## src/design/ols_pkg.sv

```systemverilog
// shared constants, types and helpers for the ordered list store
`timescale 1ns / 1ps
package ols_pkg;

	// store geometry
	localparam int DEPTH = 16;
	localparam int IDX_W = (DEPTH > 1) ? $clog2(DEPTH) : 1;
	localparam int CNT_W = $clog2(DEPTH + 1);

	// word field widths
	localparam int MODE_W  = 2;
	localparam int VALUE_W = 32;
	localparam int STAT_W  = 2;
	localparam int FIELD_W = 5;

	// operation codes
	localparam logic [MODE_W-1:0] MODE_INSERT = 2'd0;
	localparam logic [MODE_W-1:0] MODE_DELETE = 2'd1;
	localparam logic [MODE_W-1:0] MODE_SEARCH = 2'd2;

	// status codes
	localparam logic [STAT_W-1:0] ST_OK        = 2'd0;
	localparam logic [STAT_W-1:0] ST_NOT_FOUND = 2'd1;
	localparam logic [STAT_W-1:0] ST_FULL      = 2'd2;

	typedef enum logic [2:0] {
		S_IDLE,
		S_INS,
		S_SCAN,
		S_SHIFT,
		S_RESP
	} state_t;

	// controller to datapath
	typedef struct packed {
		logic              start;
		logic              insert;
		logic              step;
		logic              shift_wr;
		logic              latch_pos;
		logic              dec_count;
		logic              load_out;
		logic              use_pos;
		logic [STAT_W-1:0] out_status;
	} cmd_t;

	// datapath to controller
	typedef struct packed {
		logic hit;
		logic scan_done;
		logic full;
		logic out_free;
	} sts_t;

	// fit a count or position into the result field, keeping the low bits
	function automatic logic [FIELD_W-1:0] to_field(input logic [CNT_W-1:0] x);
		logic [CNT_W+FIELD_W-1:0] ext;
		ext = {{FIELD_W{1'b0}}, x};
		return ext[FIELD_W-1:0];
	endfunction

endpackage

```

## src/design/ols_if.sv

```systemverilog
// request and response channel interfaces
`timescale 1ns / 1ps
interface ols_req_if;
	import ols_pkg::*;

	logic                       valid;
	logic                       ready;
	logic [MODE_W-1:0]          mode;
	logic signed [VALUE_W-1:0]  value;

	modport source (output valid, output mode, output value, input ready);
	modport sink (input valid, input mode, input value, output ready);
endinterface

interface ols_rsp_if;
	import ols_pkg::*;

	logic               valid;
	logic               ready;
	logic [STAT_W-1:0]  status;
	logic [FIELD_W-1:0] position;
	logic [FIELD_W-1:0] entry_count;

	modport source (output valid, output status, output position, output entry_count,
		input ready);
	modport sink (input valid, input status, input position, input entry_count,
		output ready);
endinterface

```

## src/design/ols_ctrl.sv

```systemverilog
// controller state machine for the ordered list store
`timescale 1ns / 1ps
module ols_ctrl (
	input  logic                      clk,
	input  logic                      arst_n,
	input  logic                      req_valid,
	input  logic [ols_pkg::MODE_W-1:0] req_mode,
	output logic                      req_ready,
	input  ols_pkg::sts_t             sts,
	output ols_pkg::cmd_t             cmd
);
	import ols_pkg::*;

	state_t            state_q, state_d;
	logic [MODE_W-1:0] mode_q, mode_d;
	logic [STAT_W-1:0] status_q, status_d;
	logic              use_pos_q, use_pos_d;

	// state and per-word control registers
	always_ff @(posedge clk or negedge arst_n) begin
		if (!arst_n) begin
			state_q   <= S_IDLE;
			mode_q    <= MODE_INSERT;
			status_q  <= ST_OK;
			use_pos_q <= 1'b0;
		end else begin
			state_q   <= state_d;
			mode_q    <= mode_d;
			status_q  <= status_d;
			use_pos_q <= use_pos_d;
		end
	end

	// next state and commands
	always_comb begin
		state_d        = state_q;
		mode_d         = mode_q;
		status_d       = status_q;
		use_pos_d      = use_pos_q;
		req_ready      = 1'b0;
		cmd            = '0;
		cmd.out_status = status_q;
		cmd.use_pos    = use_pos_q;
		case (state_q)
			S_IDLE: begin
				req_ready = 1'b1;
				if (req_valid) begin
					cmd.start = 1'b1;
					mode_d    = req_mode;
					status_d  = ST_OK;
					use_pos_d = 1'b0;
					case (req_mode)
						MODE_INSERT: state_d = S_INS;
						MODE_DELETE: state_d = S_SCAN;
						MODE_SEARCH: state_d = S_SCAN;
						default:     state_d = S_RESP;
					endcase
				end
			end
			S_INS: begin
				if (sts.full) begin
					status_d = ST_FULL;
				end else begin
					cmd.insert = 1'b1;
				end
				state_d = S_RESP;
			end
			S_SCAN: begin
				cmd.step = 1'b1;
				if (sts.hit) begin
					cmd.latch_pos = 1'b1;
					use_pos_d     = 1'b1;
					state_d       = (mode_q == MODE_DELETE) ? S_SHIFT : S_RESP;
				end else if (sts.scan_done) begin
					status_d = ST_NOT_FOUND;
					state_d  = S_RESP;
				end
			end
			S_SHIFT: begin
				// the read pipeline keeps running, each entry moves down one slot
				cmd.step     = 1'b1;
				cmd.shift_wr = 1'b1;
				if (sts.scan_done) begin
					cmd.dec_count = 1'b1;
					state_d       = S_RESP;
				end
			end
			S_RESP: begin
				if (sts.out_free) begin
					cmd.load_out = 1'b1;
					state_d      = S_IDLE;
				end
			end
			default: begin
				state_d = S_IDLE;
			end
		endcase
	end

endmodule

```

## src/design/ols_dp.sv

```systemverilog
// datapath: entry memory, scan pipeline, count and output register
`timescale 1ns / 1ps
module ols_dp (
	input  logic                             clk,
	input  logic                             arst_n,
	input  logic signed [ols_pkg::VALUE_W-1:0] req_value,
	input  ols_pkg::cmd_t                    cmd,
	output ols_pkg::sts_t                    sts,
	input  logic                             rsp_ready,
	output logic                             rsp_valid,
	output logic [ols_pkg::STAT_W-1:0]       rsp_status,
	output logic [ols_pkg::FIELD_W-1:0]      rsp_position,
	output logic [ols_pkg::FIELD_W-1:0]      rsp_entry_count
);
	import ols_pkg::*;

	logic [VALUE_W-1:0] mem [DEPTH];

	logic [VALUE_W-1:0] value_q;
	logic [VALUE_W-1:0] rd_data_q;
	logic [IDX_W-1:0]   didx_q;
	logic [CNT_W-1:0]   pos_q;
	logic [CNT_W-1:0]   count_q;
	logic [CNT_W-1:0]   ptr_q;
	logic               rdv_q;
	logic               out_valid_q;
	logic [STAT_W-1:0]  out_status_q;
	logic [FIELD_W-1:0] out_pos_q;
	logic [FIELD_W-1:0] out_cnt_q;

	logic               issue;
	logic [IDX_W-1:0]   shift_addr;
	logic [CNT_W-1:0]   didx_ext;

	assign issue      = cmd.step && (ptr_q < count_q);
	assign shift_addr = didx_q - IDX_W'(1);
	assign didx_ext   = CNT_W'(didx_q);

	// status toward the controller
	assign sts.hit       = rdv_q && (rd_data_q == value_q);
	assign sts.scan_done = !rdv_q && (ptr_q >= count_q);
	assign sts.full      = (count_q == CNT_W'(DEPTH));
	assign sts.out_free  = !out_valid_q || rsp_ready;

	// entry memory: one write port, one registered read port
	always_ff @(posedge clk) begin
		if (cmd.insert) begin
			mem[count_q[IDX_W-1:0]] <= value_q;
		end else if (cmd.shift_wr && rdv_q) begin
			mem[shift_addr] <= rd_data_q;
		end
		if (issue) begin
			rd_data_q <= mem[ptr_q[IDX_W-1:0]];
		end
	end

	// payload registers
	always_ff @(posedge clk) begin
		if (cmd.start) begin
			value_q <= req_value;
		end
		if (issue) begin
			didx_q <= ptr_q[IDX_W-1:0];
		end
		if (cmd.latch_pos) begin
			pos_q <= didx_ext + CNT_W'(1);
		end
		if (cmd.load_out) begin
			out_status_q <= cmd.out_status;
			out_pos_q    <= cmd.use_pos ? to_field(pos_q) : '0;
			out_cnt_q    <= to_field(count_q);
		end
	end

	// scan pointer, count and output handshake
	always_ff @(posedge clk or negedge arst_n) begin
		if (!arst_n) begin
			count_q     <= '0;
			ptr_q       <= '0;
			rdv_q       <= 1'b0;
			out_valid_q <= 1'b0;
		end else begin
			if (cmd.start) begin
				ptr_q <= '0;
			end else if (issue) begin
				ptr_q <= ptr_q + CNT_W'(1);
			end
			rdv_q <= issue;
			if (cmd.insert) begin
				count_q <= count_q + CNT_W'(1);
			end else if (cmd.dec_count) begin
				count_q <= count_q - CNT_W'(1);
			end
			if (cmd.load_out) begin
				out_valid_q <= 1'b1;
			end else if (rsp_ready) begin
				out_valid_q <= 1'b0;
			end
		end
	end

	assign rsp_valid       = out_valid_q;
	assign rsp_status      = out_status_q;
	assign rsp_position    = out_pos_q;
	assign rsp_entry_count = out_cnt_q;

	// the count never passes the store depth
	a_count_bound: assert property (@(posedge clk) disable iff (!arst_n)
		count_q <= CNT_W'(DEPTH))
		else $error("entry count beyond depth");

	// an insert is only commanded into a store with room
	a_insert_room: assert property (@(posedge clk) disable iff (!arst_n)
		cmd.insert |-> !sts.full)
		else $error("insert into full store");

	// a read in flight always refers to a held entry
	a_read_held: assert property (@(posedge clk) disable iff (!arst_n)
		rdv_q |-> (didx_ext < count_q))
		else $error("read of an entry beyond the count");

	// a shift write never targets below slot zero
	a_shift_addr: assert property (@(posedge clk) disable iff (!arst_n)
		(cmd.shift_wr && rdv_q) |-> (didx_q != '0))
		else $error("shift write from slot zero");

	// a result is never loaded over one not yet taken
	a_no_overwrite: assert property (@(posedge clk) disable iff (!arst_n)
		(out_valid_q && !rsp_ready) |-> !cmd.load_out)
		else $error("result register overwritten");

endmodule

```

## src/design/ordered_list_store_top.sv

```systemverilog
// Ordered list store: insert at end, delete first match, search first match.
// A search or delete scans the list from the head through the registered read port; a delete
// then moves each later entry down one slot. An unused mode code returns a plain result.
// One word at a time: the next word is accepted the cycle after the result is loaded,
// and a result is loaded only once the output register is free or its result is being taken.
// Asynchronous active-low reset empties the list; entries hold no reset value.
`timescale 1ns / 1ps
module ordered_list_store_top (
	input logic      clk,
	input logic      arst_n,
	ols_req_if.sink  req,
	ols_rsp_if.source rsp
);
	import ols_pkg::*;

	cmd_t cmd;
	sts_t sts;

	// sequencing
	ols_ctrl u_ctrl (
		.clk       (clk),
		.arst_n    (arst_n),
		.req_valid (req.valid),
		.req_mode  (req.mode),
		.req_ready (req.ready),
		.sts       (sts),
		.cmd       (cmd)
	);

	// storage and compare
	ols_dp u_dp (
		.clk             (clk),
		.arst_n          (arst_n),
		.req_value       (req.value),
		.cmd             (cmd),
		.sts             (sts),
		.rsp_ready       (rsp.ready),
		.rsp_valid       (rsp.valid),
		.rsp_status      (rsp.status),
		.rsp_position    (rsp.position),
		.rsp_entry_count (rsp.entry_count)
	);

endmodule

```

## src/flat_wrapper.sv

```systemverilog
// flat-port wrapper written by rule: the top's interface ports become plain ports
module ordered_list_store_top_flat import ols_pkg::*;
  (clk, arst_n, req_valid, req_mode, req_value, req_ready, rsp_valid, rsp_status, rsp_position, rsp_entry_count, rsp_ready);
  ols_req_if req_i ();
  ols_rsp_if rsp_i ();
  input logic clk;
  input logic arst_n;
  input wire logic [$bits(req_i.valid)-1:0] req_valid;
  input wire logic [$bits(req_i.mode)-1:0] req_mode;
  input wire logic [$bits(req_i.value)-1:0] req_value;
  output wire logic [$bits(req_i.ready)-1:0] req_ready;
  output wire logic [$bits(rsp_i.valid)-1:0] rsp_valid;
  output wire logic [$bits(rsp_i.status)-1:0] rsp_status;
  output wire logic [$bits(rsp_i.position)-1:0] rsp_position;
  output wire logic [$bits(rsp_i.entry_count)-1:0] rsp_entry_count;
  input wire logic [$bits(rsp_i.ready)-1:0] rsp_ready;
  assign req_i.valid = req_valid;
  assign req_i.mode = req_mode;
  assign req_i.value = req_value;
  assign req_ready = req_i.ready;
  assign rsp_valid = rsp_i.valid;
  assign rsp_status = rsp_i.status;
  assign rsp_position = rsp_i.position;
  assign rsp_entry_count = rsp_i.entry_count;
  assign rsp_i.ready = rsp_ready;
  ordered_list_store_top u_core (.clk(clk), .arst_n(arst_n), .req(req_i), .rsp(rsp_i));
endmodule
```

## config.mk

```make
export PLATFORM = sky130hd
export DESIGN_NAME = ordered_list_store_top_flat
export DESIGN_NICKNAME = d
export VERILOG_FILES = /design/src/design/ols_pkg.sv /design/src/design/ols_if.sv /design/src/design/ols_ctrl.sv /design/src/design/ols_dp.sv /design/src/design/ordered_list_store_top.sv /design/src/flat_wrapper.sv
export SDC_FILE = /design/constraint.sdc
export NUM_CORES = 1
export LEC_CHECK = 0
export BUFFER_PORTS_ARGS = -buffer_cell sky130_fd_sc_hd__buf_2
export CELL_PAD_IN_SITES_DETAIL_PLACEMENT = 0
export CELL_PAD_IN_SITES_GLOBAL_PLACEMENT = 2
export CORE_MARGIN = 2
export CORE_UTILIZATION = 50
export CTS_CLUSTER_SIZE = 25
export DETAILED_ROUTE_END_ITERATION = 10
export MAX_ROUTING_LAYER = met4
export PLACE_DENSITY_LB_ADDON = 0.2
export REMOVE_ABC_BUFFERS = 1
export SLEW_MARGIN = 20
export SYNTH_ARGS = -nofsm -noshare
export SYNTH_HDL_FRONTEND = slang
export SYNTH_SLANG_ARGS = --single-unit
```

## constraint.sdc

```tcl
create_clock -name clk -period 4.6 [get_ports clk]
set_clock_uncertainty 0.15 [all_clocks]
set_input_delay 0.69 -clock clk [delete_from_list [all_inputs] [get_ports clk]]
set_output_delay 0.69 -clock clk [all_outputs]
set_load 0.02 [all_outputs]
```

==> reports/summary.json <==
{
  "status": {"value": "finished clean"},
  "ys.warnings.count": {"value": 0},
  "total_number_of_placement_rows": {"value": 80},
  "area_growth": {"value": 13.7, "unit": "%"},
  "avg_synthesized_cell_area": {"value": 21.2, "unit": "sq um"},
  "synth_sequential_area_ratio": {"value": 0.766},
  "unrepaired_setup_endpoints_after_global_routing": {"value": "false"},
  "netlist-cell-type-count": {"value": 46},
  "ctsRootBufferMaster": {"value": "sky130_fd_sc_hd__clkbuf_16"},
  "cts_made_buffers": {"value": 66},
  "numPlacedInstances": {"value": 1780},
  "totalWireLength": {"value": 52.5, "unit": "mm"},
  "cts_setup_buffers": {"value": 0},
  "ys_ff_latch": {"value": 617},
  "crit_buf_inv": {"value": 1},
  "antenna-diode-count": {"value": 0},
  "endpoints_failing_setup": {"value": 0},
  "clock_latency_on_the_worst_skew_pair": {"value": 590, "unit": "ps"},
  "critical_path.top_delay_family": {"value": "simple AND/OR/NAND/NOR gates"},
  "dpl.hpwl": {"value": 32.6, "unit": "mm"},
  "max-cap-violations": {"value": 0},
  "fin_setup_tns": {"value": 0, "unit": "ps"},
  "fillerInstances": {"value": 3465},
  "crit_arrival": {"value": 3650, "unit": "ps"},
  "max_slew.worst_pin.slew": {"value": 1090, "unit": "ps"},
  "avgRoutedWirePerCell": {"value": 27.6, "unit": "microns"},
  "pin_count_of_the_biggest_net_entering_global_routing": {"value": 91},
  "cts-resized-gates": {"value": 0},
  "clockBufferDepth": {"value": 3},
  "achievable-frequency": {"value": 285, "unit": "MHz"},
  "synth_area": {"value": 24100, "unit": "sq um"},
  "fp.dieH": {"value": 223, "unit": "microns"},
  "antenna_violating_nets_post_route": {"value": 0},
  "clock_tree_from_tritoncts": {"value": "built"},
  "total_leakage_power": {"value": 8.76, "unit": "nW"},
  "clk_pin_slew_worst_paths": {"value": 60, "unit": "ps"},
  "hold_buffers": {"value": 1},
  "port_buffers": {"value": 51},
  "die_width": {"value": 223, "unit": "microns"},
  "placedInstanceArea": {"value": 25200, "unit": "sq um"},
  "drt-vias-per-instance": {"value": 6.00},
  "cpPeakStageDelay": {"value": 720, "unit": "ps"},
  "drtPass1Iterations": {"value": 7},
  "post_layout_nonfiller_instances": {"value": 1900},
  "grt_pass1_wl": {"value": 77.0, "unit": "mm"},
  "core_region": {"value": 47600, "unit": "sq um"},
  "final-hold-violation-count": {"value": 0},
  "antenna_violations_before_repair": {"value": 4},
  "endpoint_kind": {"value": "flop"},
  "drc": {"value": 0},
  "postSynth.asyncResetShare": {"value": 0.0324},
  "place.gp.congestion": {"value": 0.796},
  "num_vias": {"value": 11400},
  "cts.sink_count": {"value": 617},
  "maxSlewViolCount": {"value": 0},
  "h-tree-depth": {"value": 3},
  "die_footprint": {"value": 49900, "unit": "sq um"},
  "final_design_area_no_fill": {"value": 27300, "unit": "sq um"},
  "grt.overflow.total": {"value": 0},
  "drt_iter0_markers": {"value": 1187},
  "crit_slowest_cell": {"value": "sky130_fd_sc_hd__nor2_4"},
  "worstHoldPathType": {"value": "in -> reg"},
  "timing.max_slew.rel_slack": {"value": 0.268},
  "initial_core_util": {"value": 0.505},
  "synth-edff-count": {"value": 597},
  "finalCritPeriodShare": {"value": 0.764},
  "first_global_vias": {"value": 11300},
  "power_density": {"value": 556, "unit": "nW/um^2"},
  "critPathRequiredTime": {"value": 4730, "unit": "ps"},
  "final_layout_size_suffix_gt1_frac": {"value": 0.280},
  "fin_nets": {"value": 1289},
  "worstSetupStartpointType": {"value": "flop"},
  "crit_chain": {"value": "nor2b_1 -> nand3_2 -> o21ai_0 -> nand2_1 -> nor2_4 -> buf_4"},
  "crit_path_max_fanout": {"value": 21},
  "groute.usage.overall": {"value": 0.224},
  "pin_count": {"value": 52},
  "ys_dominant_reg_cell": {"value": "sky130_fd_sc_hd__edfxtp_1"},
  "timing.setup.critical_path_class": {"value": "reg -> reg"},
  "final_min_period": {"value": 3510, "unit": "ps"},
  "ir_drop": {"value": 0.319, "unit": "mV"},
  "count_of_mapped_cells_out_of_synthesis": {"value": 1135}
}
[stage by stage]
step                 util  worst slack, ps  total power [mW]  hold slack (ps)
floorplan               -            -1950              9.40              244
global placement    0.529             1110              10.3              310
detailed placement  0.529             1090              10.3              306
CTS                 0.572             1070              15.3             94.8
global route        0.574              844              15.8              110
finish              0.574             1090              15.2              120
[where the power goes]
group          switching, mW  leakage [nW]  internal [mW]
clock network           2.11         0.990           2.92
registers              0.340          5.65           6.87
logic                   1.73          2.12           1.24
total                   4.18          8.76           11.0
[final timing paths]
check	slack (ps)	to	from	cells past startpoint
min	120	u_core.u_dp.value_q[9]	req_value[9]	1
max in group asynchronous	3450	u_core.u_dp.ptr_q[1]	arst_n	2
max reg2reg	1090	u_core.u_dp.mem[14][15]	u_core.u_ctrl.state_q[0]	6
max	1090	u_core.u_dp.mem[14][15]	u_core.u_ctrl.state_q[0]	6
min reg2reg	320	u_core.u_dp.rsp_status[0]	u_core.u_ctrl.status_q[0]	0
min in group asynchronous	440	u_core.u_dp.rsp_valid	arst_n	2
[cells in the mapped netlist, drive strengths merged (9+ instances only)]
cell type  instances  area (sq um)
inv               17          63.8
xor2              32           280
xnor2              9          78.8
buf               24           171
edfxtp           597         17900
nor2              31           116
clkbuf            25          93.8
nand2            111           417
dfrtp             20           500
mux4             160          3600
ha                13           163
o21ai             16          83.8
a21oi              9          45.0
[routing by layer]
metal | part of all wire | wire length, microns | track usage | vias to the layer above
li1 | - | - | - | 4833
met1 | 0.47 | 24500 | 0.344 | 6106
met2 | 0.43 | 22700 | 0.297 | 404
met3 | 0.086 | 4520 | 0.0594 | 60
met4 | 0.015 | 776 | 0.0589 | 0
met5 | 0 | 0 | - | -
[sequential cells by signal (all words and copies together), names as in the netlist, 3 cells and up]
| signal | count |
|---|---|
| u_core.u_dp.pos_q | 5 |
| u_core.u_ctrl.state_q | 3 |
| u_core.u_dp.rd_data_q | 32 |
| u_core.u_dp.mem | 512 |
| u_core.u_dp.rsp_position | 5 |
| u_core.u_dp.value_q | 32 |
| u_core.u_dp.rsp_entry_count | 5 |
| u_core.u_dp.didx_q | 4 |
| u_core.u_dp.ptr_q | 5 |
| u_core.u_dp.count_q | 5 |
[final cells by class]
cell class / count / area (sq um) / share of cell area
clock inverters: 29 / 230 / 0.00842
inverters: 17 / 63.8 / 0.00233
flip-flops and latches: 617 / 18400 / 0.674
well taps: 615 / 769 / 0.0281
multi-input cells: 452 / 5440 / 0.199
clock buffers: 87 / 1790 / 0.0656
repair buffers: 83 / 608 / 0.0222
[cells by family (layout without fill, tap and decap cells)]
kind of cell | Yosys count | count (layout) | synth area share
AOI/OAI and AO/OA | 44 | 44 | 0.0117
xor gates and xnor gates | 41 | 41 | 0.0149
and+or+nand+nor | 187 | 187 | 0.0338
adders and majority gates | 14 | 14 | 0.00759
buffers and inverters | 66 | 216 | 0.0137
muxes | 166 | 166 | 0.152
DFF | 617 | 617 | 0.766
[worst register-to-register path: stages (launching register included)]
cell	delay (ps)
sky130_fd_sc_hd__dfrtp_1	580
sky130_fd_sc_hd__nor2b_1	280
sky130_fd_sc_hd__nand3_2	410
sky130_fd_sc_hd__o21ai_0	380
sky130_fd_sc_hd__nand2_1	330
sky130_fd_sc_hd__nor2_4	720
sky130_fd_sc_hd__buf_4	350
[cell usage in the layout (no fill, tap or decap), types with 15 or more instances in the layout]
| master | netlist | final |
|---|---|---|
| sky130_fd_sc_hd__mux4_2 | 160 | 160 |
| sky130_fd_sc_hd__clkbuf_16 | 0 | 69 |
| sky130_fd_sc_hd__buf_4 | 0 | 24 |
| sky130_fd_sc_hd__dfrtp_1 | 20 | 16 |
| sky130_fd_sc_hd__xor2_1 | 32 | 32 |
| sky130_fd_sc_hd__clkbuf_1 | 25 | 18 |
| sky130_fd_sc_hd__nor2_1 | 31 | 15 |
| sky130_fd_sc_hd__inv_1 | 16 | 16 |
| sky130_fd_sc_hd__buf_2 | 5 | 51 |
| sky130_fd_sc_hd__edfxtp_1 | 597 | 597 |
| sky130_fd_sc_hd__nor2_4 | 0 | 16 |
| sky130_fd_sc_hd__nand2_1 | 111 | 111 |
Power figures use the tool's default switching activity.
